==> src/utf8_stream_decoder_macros.svh <==
// Assertion macros shared by the decoder modules.
// Define ASSERT_OFF to compile all checks away.
`ifndef UTF8_STREAM_DECODER_MACROS_SVH
`define UTF8_STREAM_DECODER_MACROS_SVH

`ifndef ASSERT_OFF

// Property must hold at every clock edge outside reset.
`define UTF8SD_ASSERT(lbl, clk, rst_n, prop) \
    lbl: assert property (@(posedge clk) disable iff (!rst_n) prop) \
        else $error("%m: check failed");

// Condition must never be true at a clock edge outside reset.
`define UTF8SD_NEVER(lbl, clk, rst_n, cond) \
    lbl: assert property (@(posedge clk) disable iff (!rst_n) !(cond)) \
        else $error("%m: forbidden condition seen");

`else

`define UTF8SD_ASSERT(lbl, clk, rst_n, prop)
`define UTF8SD_NEVER(lbl, clk, rst_n, cond)

`endif

`endif

==> src/utf8sd_pkg.sv <==
package utf8sd_pkg;

    localparam int QUEUE_DEPTH = 4;

    // output_format codes; the unused code behaves as codepoint output
    localparam logic [1:0] FMT_CODEPOINT = 2'd0;
    localparam logic [1:0] FMT_UTF16     = 2'd1;
    localparam logic [1:0] FMT_LATIN1    = 2'd2;

    localparam logic [20:0] CP_REPL       = 21'h00FFFD;
    localparam logic [20:0] CP_MAX        = 21'h10FFFF;
    localparam logic [20:0] CP_SURR_LO    = 21'h00D800;
    localparam logic [20:0] CP_SURR_HI    = 21'h00DFFF;
    localparam logic [20:0] CP_LOW_BASE   = 21'h00DC00;
    localparam logic [20:0] CP_SUPP_BASE  = 21'h010000;
    localparam logic [20:0] CP_MIN3       = 21'h000800;
    localparam logic [20:0] CP_LATIN1_MAX = 21'h0000FF;
    localparam logic [20:0] CP_QMARK      = 21'h00003F;

    typedef struct packed {
        logic [7:0] text_byte;
        logic       end_of_text;
    } in_item_t;

    typedef struct packed {
        logic [20:0] out_unit;
        logic        was_replaced;
        logic        last_of_run;
    } out_item_t;

    // One byte's worth of work for the back end: replacements for a broken
    // or truncated sequence, then at most one codepoint, then at most one
    // replacement for a lead cut off by end of text.
    typedef struct packed {
        logic [1:0]  pre_cnt;
        logic        main_valid;
        logic [20:0] main_cp;
        logic        main_repl;
        logic        post_repl;
    } job_t;

endpackage

==> src/utf8_stream_decoder.sv <==
// Channel   Direction  Handshake           Payload
// input     in         push / full         in_item  (text_byte, end_of_text)
// result    out        empty / pop         out_item (out_unit, was_replaced, last_of_run)
// config    in         cfg_we              cfg_data (output_format)
//
// Takes one byte per cycle while the job queue has room; each byte is decoded
// in the cycle of its beat, and a byte that gives results pushes one job.
// Results leave at one per cycle while the output register is empty or popped; a byte's
// results hold the back end until its last leaves; full rises once QueueDepth jobs pile
// up behind a burst or stalled pop. Results reach out_item via queue and output register.
// rst_n clears the pending sequence, queue and output register; format resets to codepoint.
module utf8_stream_decoder
    import utf8sd_pkg::*;
#(
    parameter int QueueDepth = QUEUE_DEPTH
)
(
    input  logic      clk,
    input  logic      rst_n,
    input  logic      push,
    output logic      full,
    input  in_item_t  in_item,
    output logic      empty,
    input  logic      pop,
    output out_item_t out_item,
    input  logic      cfg_we,
    input  logic [1:0] cfg_data
);

    logic [1:0] output_format_reg;
    logic       accept;
    logic       job_push;
    job_t       push_job;
    job_t       head_job;
    logic       q_empty;
    logic       q_pop;

    // Configuration: the user must write it only while the block is idle; the block does not enforce this.
    always_ff @(posedge clk or negedge rst_n)
    begin
        if (!rst_n)
        begin
            output_format_reg <= FMT_CODEPOINT;
        end
        else if (cfg_we)
        begin
            output_format_reg <= cfg_data;
        end
    end

    // An input beat completes when the queue can take a job.
    assign accept = push && !full;

    // Front end: track the pending sequence, classify the byte, build its job.
    utf8sd_front u_front
    (
        .clk      (clk),
        .rst_n    (rst_n),
        .accept   (accept),
        .in_item  (in_item),
        .job_push (job_push),
        .job      (push_job)
    );

    // Job queue decouples byte intake from result delivery.
    utf8sd_queue
    #(
        .Depth (QueueDepth)
    )
    u_queue
    (
        .clk      (clk),
        .rst_n    (rst_n),
        .push     (job_push),
        .push_job (push_job),
        .full     (full),
        .pop      (q_pop),
        .head_job (head_job),
        .empty    (q_empty)
    );

    // Back end: expand each job into result beats, format them, register them.
    utf8sd_back u_back
    (
        .clk           (clk),
        .rst_n         (rst_n),
        .output_format (output_format_reg),
        .head_job      (head_job),
        .q_empty       (q_empty),
        .q_pop         (q_pop),
        .empty         (empty),
        .pop           (pop),
        .out_item      (out_item)
    );

endmodule

==> src/utf8sd_queue.sv <==
`include "utf8_stream_decoder_macros.svh"

module utf8sd_queue
    import utf8sd_pkg::*;
#(
    parameter int Depth = QUEUE_DEPTH
)
(
    input  logic clk,
    input  logic rst_n,
    input  logic push,
    input  job_t push_job,
    output logic full,
    input  logic pop,
    output job_t head_job,
    output logic empty
);

    localparam int PtrW = (Depth > 1) ? $clog2(Depth) : 1;
    localparam int CntW = $clog2(Depth + 1);
    localparam logic [PtrW-1:0] PtrLast = PtrW'(Depth - 1);
    localparam logic [CntW-1:0] CntFull = CntW'(Depth);

    job_t            entry_reg [Depth];
    logic [PtrW-1:0] wr_ptr_reg;
    logic [PtrW-1:0] wr_ptr_next;
    logic [PtrW-1:0] rd_ptr_reg;
    logic [PtrW-1:0] rd_ptr_next;
    logic [CntW-1:0] count_reg;
    logic [CntW-1:0] count_next;

    assign full     = (count_reg == CntFull);
    assign empty    = (count_reg == '0);
    assign head_job = entry_reg[rd_ptr_reg];

    always_comb
    begin
        wr_ptr_next = wr_ptr_reg;
        rd_ptr_next = rd_ptr_reg;
        count_next  = count_reg;
        if (push)
        begin
            wr_ptr_next = (wr_ptr_reg == PtrLast) ? '0 : wr_ptr_reg + 1'b1;
        end
        if (pop)
        begin
            rd_ptr_next = (rd_ptr_reg == PtrLast) ? '0 : rd_ptr_reg + 1'b1;
        end
        if (push && !pop)
        begin
            count_next = count_reg + 1'b1;
        end
        else if (pop && !push)
        begin
            count_next = count_reg - 1'b1;
        end
    end

    always_ff @(posedge clk or negedge rst_n)
    begin
        if (!rst_n)
        begin
            wr_ptr_reg <= '0;
            rd_ptr_reg <= '0;
            count_reg  <= '0;
        end
        else
        begin
            wr_ptr_reg <= wr_ptr_next;
            rd_ptr_reg <= rd_ptr_next;
            count_reg  <= count_next;
        end
    end

    always_ff @(posedge clk)
    begin
        if (push)
        begin
            entry_reg[wr_ptr_reg] <= push_job;
        end
    end

    `UTF8SD_ASSERT(a_count_bound, clk, rst_n, (count_reg <= CntFull))
    `UTF8SD_NEVER(a_pop_when_empty, clk, rst_n, (pop && empty))

endmodule

==> src/utf8sd_front.sv <==
`include "utf8_stream_decoder_macros.svh"

module utf8sd_front
    import utf8sd_pkg::*;
(
    input  logic     clk,
    input  logic     rst_n,
    input  logic     accept,
    input  in_item_t in_item,
    output logic     job_push,
    output job_t     job
);

    logic [7:0]  lead_reg;
    logic [7:0]  lead_next;
    logic        in_seq_reg;
    logic        in_seq_next;
    logic [1:0]  cont_cnt_reg;
    logic [1:0]  cont_cnt_next;
    logic [20:0] gathered_reg;
    logic [20:0] gathered_next;

    // Continuations a lead byte asks for; zero for anything that is no lead.
    function automatic logic [1:0] lead_conts(input logic [7:0] b);
        logic [1:0] n;
        n = 2'd0;
        if (b[7:5] == 3'b110)
        begin
            n = 2'd1;
        end
        else if (b[7:4] == 4'b1110)
        begin
            n = 2'd2;
        end
        else if (b[7:3] == 5'b11110)
        begin
            n = 2'd3;
        end
        return n;
    endfunction

    function automatic logic [20:0] lead_payload(input logic [7:0] b, input logic [1:0] n);
        logic [20:0] p;
        unique case (n)
            2'd1:    p = {16'd0, b[4:0]};
            2'd2:    p = {17'd0, b[3:0]};
            default: p = {18'd0, b[2:0]};
        endcase
        return p;
    endfunction

    // Overlong, surrogate or out-of-range completed sequence.
    function automatic logic seq_bad(input logic [7:0] lead, input logic [1:0] need,
                                     input logic [20:0] cp);
        logic bad;
        unique case (need)
            2'd1:    bad = (lead[4:1] == 4'd0);
            2'd2:    bad = (cp < CP_MIN3) || ((cp >= CP_SURR_LO) && (cp <= CP_SURR_HI));
            default: bad = (cp < CP_SUPP_BASE) || (cp > CP_MAX);
        endcase
        return bad;
    endfunction

    always_comb
    begin
        logic [7:0]  b;
        logic        eot;
        logic        is_cont;
        logic [1:0]  need;
        logic [1:0]  new_conts;
        logic [1:0]  cnt_inc;
        logic [20:0] g_shift;
        logic        bad;

        b         = in_item.text_byte;
        eot       = in_item.end_of_text;
        is_cont   = (b[7:6] == 2'b10);
        need      = lead_conts(lead_reg);
        new_conts = lead_conts(b);
        cnt_inc   = cont_cnt_reg + 2'd1;
        g_shift   = {gathered_reg[14:0], b[5:0]};
        bad       = seq_bad(lead_reg, need, g_shift);

        lead_next     = lead_reg;
        in_seq_next   = in_seq_reg;
        cont_cnt_next = cont_cnt_reg;
        gathered_next = gathered_reg;
        job           = '0;

        if (in_seq_reg && is_cont)
        begin
            if (cnt_inc >= need)
            begin
                // sequence complete
                job.main_valid = 1'b1;
                job.main_cp    = bad ? CP_REPL : g_shift;
                job.main_repl  = bad;
                lead_next      = '0;
                in_seq_next    = 1'b0;
                cont_cnt_next  = '0;
                gathered_next  = '0;
            end
            else if (eot)
            begin
                // truncated: one replacement for the lead and each continuation
                job.pre_cnt   = cnt_inc + 2'd1;
                lead_next     = '0;
                in_seq_next   = 1'b0;
                cont_cnt_next = '0;
                gathered_next = '0;
            end
            else
            begin
                cont_cnt_next = cnt_inc;
                gathered_next = g_shift;
            end
        end
        else
        begin
            if (in_seq_reg)
            begin
                job.pre_cnt = cnt_inc;
            end
            lead_next     = '0;
            in_seq_next   = 1'b0;
            cont_cnt_next = '0;
            gathered_next = '0;
            if (!b[7])
            begin
                job.main_valid = 1'b1;
                job.main_cp    = {13'd0, b};
            end
            else if (new_conts != 2'd0)
            begin
                if (eot)
                begin
                    job.post_repl = 1'b1;
                end
                else
                begin
                    lead_next     = b;
                    in_seq_next   = 1'b1;
                    gathered_next = lead_payload(b, new_conts);
                end
            end
            else
            begin
                job.main_valid = 1'b1;
                job.main_cp    = CP_REPL;
                job.main_repl  = 1'b1;
            end
        end
    end

    // Drop bytes that only extend a sequence: they give the back end nothing.
    assign job_push = accept && ((job.pre_cnt != 2'd0) || job.main_valid || job.post_repl);

    always_ff @(posedge clk or negedge rst_n)
    begin
        if (!rst_n)
        begin
            lead_reg     <= '0;
            in_seq_reg   <= 1'b0;
            cont_cnt_reg <= '0;
            gathered_reg <= '0;
        end
        else if (accept)
        begin
            lead_reg     <= lead_next;
            in_seq_reg   <= in_seq_next;
            cont_cnt_reg <= cont_cnt_next;
            gathered_reg <= gathered_next;
        end
    end

    `UTF8SD_ASSERT(a_seq_count, clk, rst_n, (in_seq_reg |-> (cont_cnt_reg < lead_conts(lead_reg))))

endmodule

==> src/utf8sd_back.sv <==
`include "utf8_stream_decoder_macros.svh"

module utf8sd_back
    import utf8sd_pkg::*;
(
    input  logic      clk,
    input  logic      rst_n,
    input  logic [1:0] output_format,
    input  job_t      head_job,
    input  logic      q_empty,
    output logic      q_pop,
    output logic      empty,
    input  logic      pop,
    output out_item_t out_item
);

    logic [1:0] pre_done_reg;
    logic [1:0] pre_done_next;
    logic       hi_done_reg;
    logic       hi_done_next;
    logic       main_done_reg;
    logic       main_done_next;
    logic       out_valid_reg;
    out_item_t  out_item_reg;
    out_item_t  unit;
    logic       advance;
    logic       emit;

    function automatic logic [20:0] conv(input logic [20:0] cp, input logic [1:0] fmt);
        logic [20:0] u;
        case (fmt)
            FMT_LATIN1: u = (cp <= CP_LATIN1_MAX) ? cp : CP_QMARK;
            default:    u = cp;
        endcase
        return u;
    endfunction

    assign advance = !out_valid_reg || pop;
    assign emit    = !q_empty && advance;

    always_comb
    begin
        logic        pre_left;
        logic        split;
        logic [20:0] diff;

        pre_left = (pre_done_reg != head_job.pre_cnt);
        split    = (output_format == FMT_UTF16) && (head_job.main_cp >= CP_SUPP_BASE);
        diff     = head_job.main_cp - CP_SUPP_BASE;

        pre_done_next  = pre_done_reg;
        hi_done_next   = hi_done_reg;
        main_done_next = main_done_reg;
        unit           = '0;

        if (pre_left)
        begin
            unit.out_unit     = conv(CP_REPL, output_format);
            unit.was_replaced = 1'b1;
            unit.last_of_run  = (2'(pre_done_reg + 2'd1) == head_job.pre_cnt)
                                && !head_job.main_valid && !head_job.post_repl;
            pre_done_next     = pre_done_reg + 2'd1;
        end
        else if (head_job.main_valid && !main_done_reg)
        begin
            unit.was_replaced = head_job.main_repl;
            if (split && !hi_done_reg)
            begin
                unit.out_unit    = CP_SURR_LO | {11'd0, diff[19:10]};
                unit.last_of_run = 1'b0;
                hi_done_next     = 1'b1;
            end
            else
            begin
                unit.out_unit    = split ? (CP_LOW_BASE | {11'd0, diff[9:0]})
                                         : conv(head_job.main_cp, output_format);
                unit.last_of_run = !head_job.post_repl;
                hi_done_next     = 1'b0;
                main_done_next   = 1'b1;
            end
        end
        else
        begin
            unit.out_unit     = conv(CP_REPL, output_format);
            unit.was_replaced = 1'b1;
            unit.last_of_run  = 1'b1;
        end

        if (unit.last_of_run)
        begin
            pre_done_next  = '0;
            hi_done_next   = 1'b0;
            main_done_next = 1'b0;
        end
    end

    assign q_pop    = emit && unit.last_of_run;
    assign empty    = !out_valid_reg;
    assign out_item = out_item_reg;

    always_ff @(posedge clk or negedge rst_n)
    begin
        if (!rst_n)
        begin
            pre_done_reg  <= '0;
            hi_done_reg   <= 1'b0;
            main_done_reg <= 1'b0;
            out_valid_reg <= 1'b0;
        end
        else
        begin
            if (emit)
            begin
                pre_done_reg  <= pre_done_next;
                hi_done_reg   <= hi_done_next;
                main_done_reg <= main_done_next;
                out_valid_reg <= 1'b1;
            end
            else if (pop)
            begin
                out_valid_reg <= 1'b0;
            end
        end
    end

    always_ff @(posedge clk)
    begin
        if (emit)
        begin
            out_item_reg <= unit;
        end
    end

    `UTF8SD_ASSERT(a_idle_counters, clk, rst_n,
        (q_empty |-> ((pre_done_reg == 2'd0) && !hi_done_reg && !main_done_reg)))
    `UTF8SD_NEVER(a_half_after_main, clk, rst_n, (hi_done_reg && main_done_reg))

endmodule
==> config.mk <==
export PLATFORM = sky130hd
export DESIGN_NAME = utf8_stream_decoder
export DESIGN_NICKNAME = d
export VERILOG_FILES = /design/src/utf8sd_pkg.sv /design/src/utf8_stream_decoder.sv /design/src/utf8sd_queue.sv /design/src/utf8sd_front.sv /design/src/utf8sd_back.sv
export VERILOG_INCLUDE_DIRS = /design/src /design/src/src
export SDC_FILE = /design/constraint.sdc
export NUM_CORES = 1
export LEC_CHECK = 0
export BUFFER_PORTS_ARGS = -buffer_cell sky130_fd_sc_hd__clkbuf_2
export CAP_MARGIN = 20
export CORE_MARGIN = 2
export CORE_UTILIZATION = 25
export DETAILED_ROUTE_END_ITERATION = 8
export PLACE_DENSITY = 0.38
export SYNTH_ARGS = -nofsm -noshare
export SYNTH_HDL_FRONTEND = slang
export SYNTH_SLANG_ARGS = --single-unit
==> constraint.sdc <==
create_clock -name clk -period 7.4 [get_ports clk]
set_input_delay 0.37 -clock clk [delete_from_list [all_inputs] [get_ports clk]]
set_output_delay 0.37 -clock clk [all_outputs]
set_load 0.005 [all_outputs]
**After elaboration in Yosys (flattened, before gate mapping)**

Memories as Yosys holds them, arrays and structs flattened.
Cells that the tools add are included.

- Flip-flop bits (word level): 63
- RAM bits: 104
- Input bits: 16
- Output and inout port bits: 25
- Word-level logic and storage cells: 161
- Memories kept: 1

Memory list:

| name | words | bits a word | read ports | clocked after Yosys merged registers in | wr ports | line | RTL |
|---|---|---|---|---|---|---|---|
| u_queue.entry_reg | 4 | 26 | 1 | 0 | 1 | utf8sd_queue.sv:24 | `job_t entry_reg [Depth];` |

- $add $sub $neg: 8
- Order comparisons: 8
- Equal/unequal tests: 21
- Muxes and demuxes: 67
- Bitwise logic cells: 1
- Reductions and logical operators: 40

Operators with widths:

| operator | count |
|---|---|
| $mux 21 | 5 |
| $mux 23 | 4 |
| $mux 15 | 5 |
| $mux 8 | 6 |
| $mux 2 | 17 |
| $mux 25 | 1 |
| $mux 1 | 22 |
| $mux 22 | 1 |
| $ge 21x16->1 const B | 1 |
| $ge 21x17->1 const B | 1 |
| $gt 21x21->1 const B | 1 |
| $le 21x16->1 const B | 1 |
| $le 21x8->1 const B | 1 |
| $lt 21x12->1 const B | 1 |
| $lt 21x17->1 const B | 1 |
| $sub 20x17->20 const B | 1 |
| $mux 16 | 1 |
| $logic_and 1x1->1 | 13 |
| $eq 2x2->1 const B | 6 |
| $reduce_bool 2->1 | 6 |
| $add 2x1->2 const B | 5 |
| $eq 5x5->1 const B | 2 |
| $pmux 5 s2 | 1 |
| $eq 3x3->1 const B | 3 |
| 21 further kinds | 39 |

**Longest topological paths before layout**

- Depth in word-level cells: 17
- Gate-level depth with buffers: 15
- Mapped depth without buffers: 15

**Modules after synthesis**

A second synthesis with hierarchy kept.

- Cells, all modules: 497
- Area, all modules: 7472.2 sq um

By module, submodules not included:

| module | instances | cells each | area each (sq um) | sequential area each (sq um) |
|---|---|---|---|---|
| utf8sd_queue | 1 | 173 | 4217.8 | 3298.2 |
| utf8sd_back | 1 | 143 | 1599.0 | 815.8 |
| utf8sd_front | 1 | 176 | 1576.5 | 600.6 |
| utf8_stream_decoder | 1 | 5 | 78.8 | 50.0 |

**Worst setup path after synthesis**

No wires, ideal clock.

- Kind: register to register
- Start: reg u_front.lead_reg[4]
- End: mem u_queue.entry_reg[0][0] (netlist bit), enable pin
- Setup time: 0.385 ns
- Arrival: 2.926 ns
- Required time: 7.015 ns
- Setup slack: 4.089 ns
- Cell stages (with the launch flop): 11
- Buffers on the path: 0
- Period minus slack after synthesis: 3.311 ns
- Cells stage by stage: dfrtp_1 > inv_1 > o21ai_0 > and3_1 > ha_1 > nand2b_1 > a211oi_1 > o2bb2a_1 > o22ai_1 > o41a_1 > and2_1

RTL lines:

| item | line | RTL |
|---|---|---|
| start, declared | utf8sd_front.sv:14 | `logic [7:0] lead_reg;` |
| start signal, assigned | utf8sd_front.sv:169 | `lead_reg <= lead_next;` |
| end, declared | utf8sd_queue.sv:24 |  |

==> impl_metrics.json <==
{
  "synth_top_family_by_area": "multiplexers",
  "route.detailed.drc": 0,
  "end_kind": "register",
  "synth-adder-area-share_pct": 2.51,
  "min_path_type": "in2reg",
  "cp_slowest_cell": "a211oi_1",
  "power_density_nw_per_um2": 368,
  "tritoncts": "done",
  "layout.cells.most_common_list": "edfxtp_1, clkbuf_2, dfrtp_1",
  "seq_area_frac_synth_pct": 65.5,
  "finalHoldViolCount": 0,
  "finalClockSkew_ps": 12.8,
  "dr.pass1.iters": 4,
  "pin_count": 41,
  "syn_to_final_growth_pct": 16.9,
  "cts_made_buffers": 17,
  "cts-root-buf": "clkbuf_16",
  "synth_xor_area_share_pct": 0.963,
  "grtUsageTotal_pct": 11.5,
  "use_met1_pct": 16.2,
  "multi_input_comb_area_sq_um": 2350,
  "grt.met2_usage_pct": 17.6,
  "min_period_ps": 3810,
  "path_max_fanout": 7,
  "syn_inst": 472,
  "syn_area_sq_um": 7280,
  "fp-row-count": 62,
  "grt_pass1_wl_um": 26500,
  "regArea_sq_um": 4760,
  "critPathLaunchType": "register",
  "die_y_um": 175,
  "ctsHoldBuffers": 1,
  "fillCellCount": 2908,
  "clockBufferDepth": 2,
  "fin_hold_ws_ps": 145,
  "slew_violations": 0,
  "critical_path_class": "reg2reg",
  "drive_above_1_share_pct": 20.3,
  "async_flop_share_pct": 23.0,
  "met3_usage_pct": 2.94,
  "synth-main-ff-cell": "edfxtp_1",
  "io_buffers": 40,
  "wire_per_inst_um": 18.1,
  "fin_nets": 554,
  "ir_drop_mv": 0.154,
  "worstMarginPinSlew_ps": 979,
  "ant_nets": 0,
  "syn_nets": 502,
  "cts_sinks": 165,
  "n_antenna_cell": 0,
  "ctsResizeCount": 0,
  "maxCapViolCount": 0,
  "finalWeightedCongestion": 0.782,
  "dieArea_sq_um": 30500,
  "drtIter0Drc": 255,
  "power_leakage_nw": 3.19,
  "synth_compound_area_share_pct": 7.96,
  "ys_ff_latch": 165,
  "gr-total-overflow": 0,
  "critPathArrivalTime_ps": 4160,
  "finalSetupTns_ps": 0,
  "die_w_um": 175,
  "synth_area_leaders": "edfxtp_1, dfrtp_1, mux4_1",
  "cp_slowest_stage_delay_ps": 410,
  "wirelength_um": 16700,
  "synthSimpleGateAreaFrac_pct": 9.27,
  "timing.fmax_mhz": 262,
  "core-area_sq_um": 28700,
  "rsz0062_at_grt": "no",
  "cp.required_ps": 7750,
  "period_share_pct": 51.5,
  "final_common_cell": "edfxtp_1",
  "synth_top_cell_by_area": "edfxtp_1",
  "clk_pin_slew_ps": 70,
  "max_slew_margin_pct": 34.7,
  "finalSetupViolCount": 0,
  "outcome": "finished, final reports clean",
  "largest_reg_flops": 104,
  "grt_max_degree": 31,
  "grt.busiest_layer": "met2",
  "ys_warn_count": 0,
  "via_per_inst": 4.51,
  "cts_setup_buffers": 0,
  "initial_core_util_pct": 25.4,
  "htree_levels": 4,
  "avgSynthCellArea_sq_um": 15.4,
  "muxShareOfSynthArea_pct": 11.6,
  "num_vias": 4150,
  "synthDistinctLibCells": 60,
  "post-dp-hpwl_um": 11700,
  "synth_edf_count": 127,
  "worstSkewPairLatency_ps": 420,
  "antenna_found_initial": 0,
  "first_global_vias": 4401,
  "synth_top_area_share_pct": 52.4,
  "cp_cell_sequence": "o21ai_0, and3_1, ha_1, nand2b_1, a211oi_1, o2bb2a_1, o22ai_1, o41a_1, ha_1, inv_1, fa_1, xor2_1, nor2_1, xor2_1"
}
## metal layers
layer,up-vias,wire (um)
met3,15,580
met4,0,245
met1,2105,8300
met2,83,7550
li1,1947,-
met5,-,0
## logic make-up (layout without fill, tap and decap cells)
logic type                 count (synthesis)  in the layout
DFF                                      165            165
and+or+nand+nor                          127            127
AOI/OAI and AO/OA                         79             79
muxes                                     44             44
buffers and inverters                     35             99
adders and majority gates                 14             14
xor gates and xnor gates                   8              8
## report_power, final
group / leakage (nW) / switching [mW] / total [mW] / internal, mW
sequential: 1.67 / 0.0693 / 1.30 / 1.23
clock: 0.260 / 0.372 / 0.837 / 0.465
combinational: 1.26 / 0.587 / 0.994 / 0.406
## worst paths after layout
path | start | cells after the start | slack (ps) | to
worst max register to register | u_front.lead_reg[3]$_DFFE_PN0P_ | 14 | 3590 | u_queue.count_reg[2]$_DFFE_PN0P_
min in group asynchronous | rst_n | 2 | 360 | u_back.pre_done_reg[0]$_DFFE_PN0P_
max in group asynchronous | rst_n | 3 | 6550 | u_front.gathered_reg[11]$_DFFE_PN0P_
worst max-delay path | u_front.lead_reg[3]$_DFFE_PN0P_ | 14 | 3590 | u_queue.count_reg[2]$_DFFE_PN0P_
worst min register to register | u_queue.count_reg[2]$_DFFE_PN0P_ | 1 | 480 | u_queue.count_reg[2]$_DFFE_PN0P_
worst min-delay path | pop | 2 | 150 | u_back.out_valid_reg$_DFFE_PN0P_
## stage by stage
stage / std cells / utilization, % / power, mW / area, sq um / setup slack, ps
6_report: 920 / 29.6 / 3.13 / 8510 / 3590
2_1_floorplan: 472 / - / 2.02 / 7280 / 4090
3_3_place_gp: 887 / 27.6 / 2.33 / 7920 / 3640
5_1_grt: 920 / 29.6 / 3.33 / 8510 / 3330
4_1_cts: 920 / 29.6 / 3.18 / 8510 / 3550
3_5_place_dp: 888 / 27.7 / 2.33 / 7940 / 3560
## area by class of cell
class                           count  share of cell area, %
Inverter                           19                  0.838
Clock inverter                     14                   1.52
Sequential cell                   165                   56.0
Tap cell                          384                   5.65
Timing Repair Buffer               49                   3.32
Clock buffer                       17                   5.00
Multi-Input combinational cell    272                   27.7
## critical path: cells and delay by family, from the launching register on
| kind | cells | cell delay, ps |
|---|---|---|
| flip-flops | 1 | 400 |
| XOR/XNOR | 2 | 320 |
| adder cells (fa/ha/maj) | 3 | 850 |
| AO/OA/AOI/OAI | 5 | 1620 |
| AND/OR/NAND/NOR | 3 | 490 |
| buffers and inverters | 1 | 60 |
## cell usage after synthesis (12+ instances only)
library cell,n
o21ai_0,13
dfrtp_1,38
nand2_1,30
nor2_1,18
ha_1,13
nand3_1,14
mux4_1,14
and2_1,12
a22o_1,14
inv_1,19
mux4_2,12
edfxtp_1,127
a21oi_1,12
(Power assumes the default switching activity.)
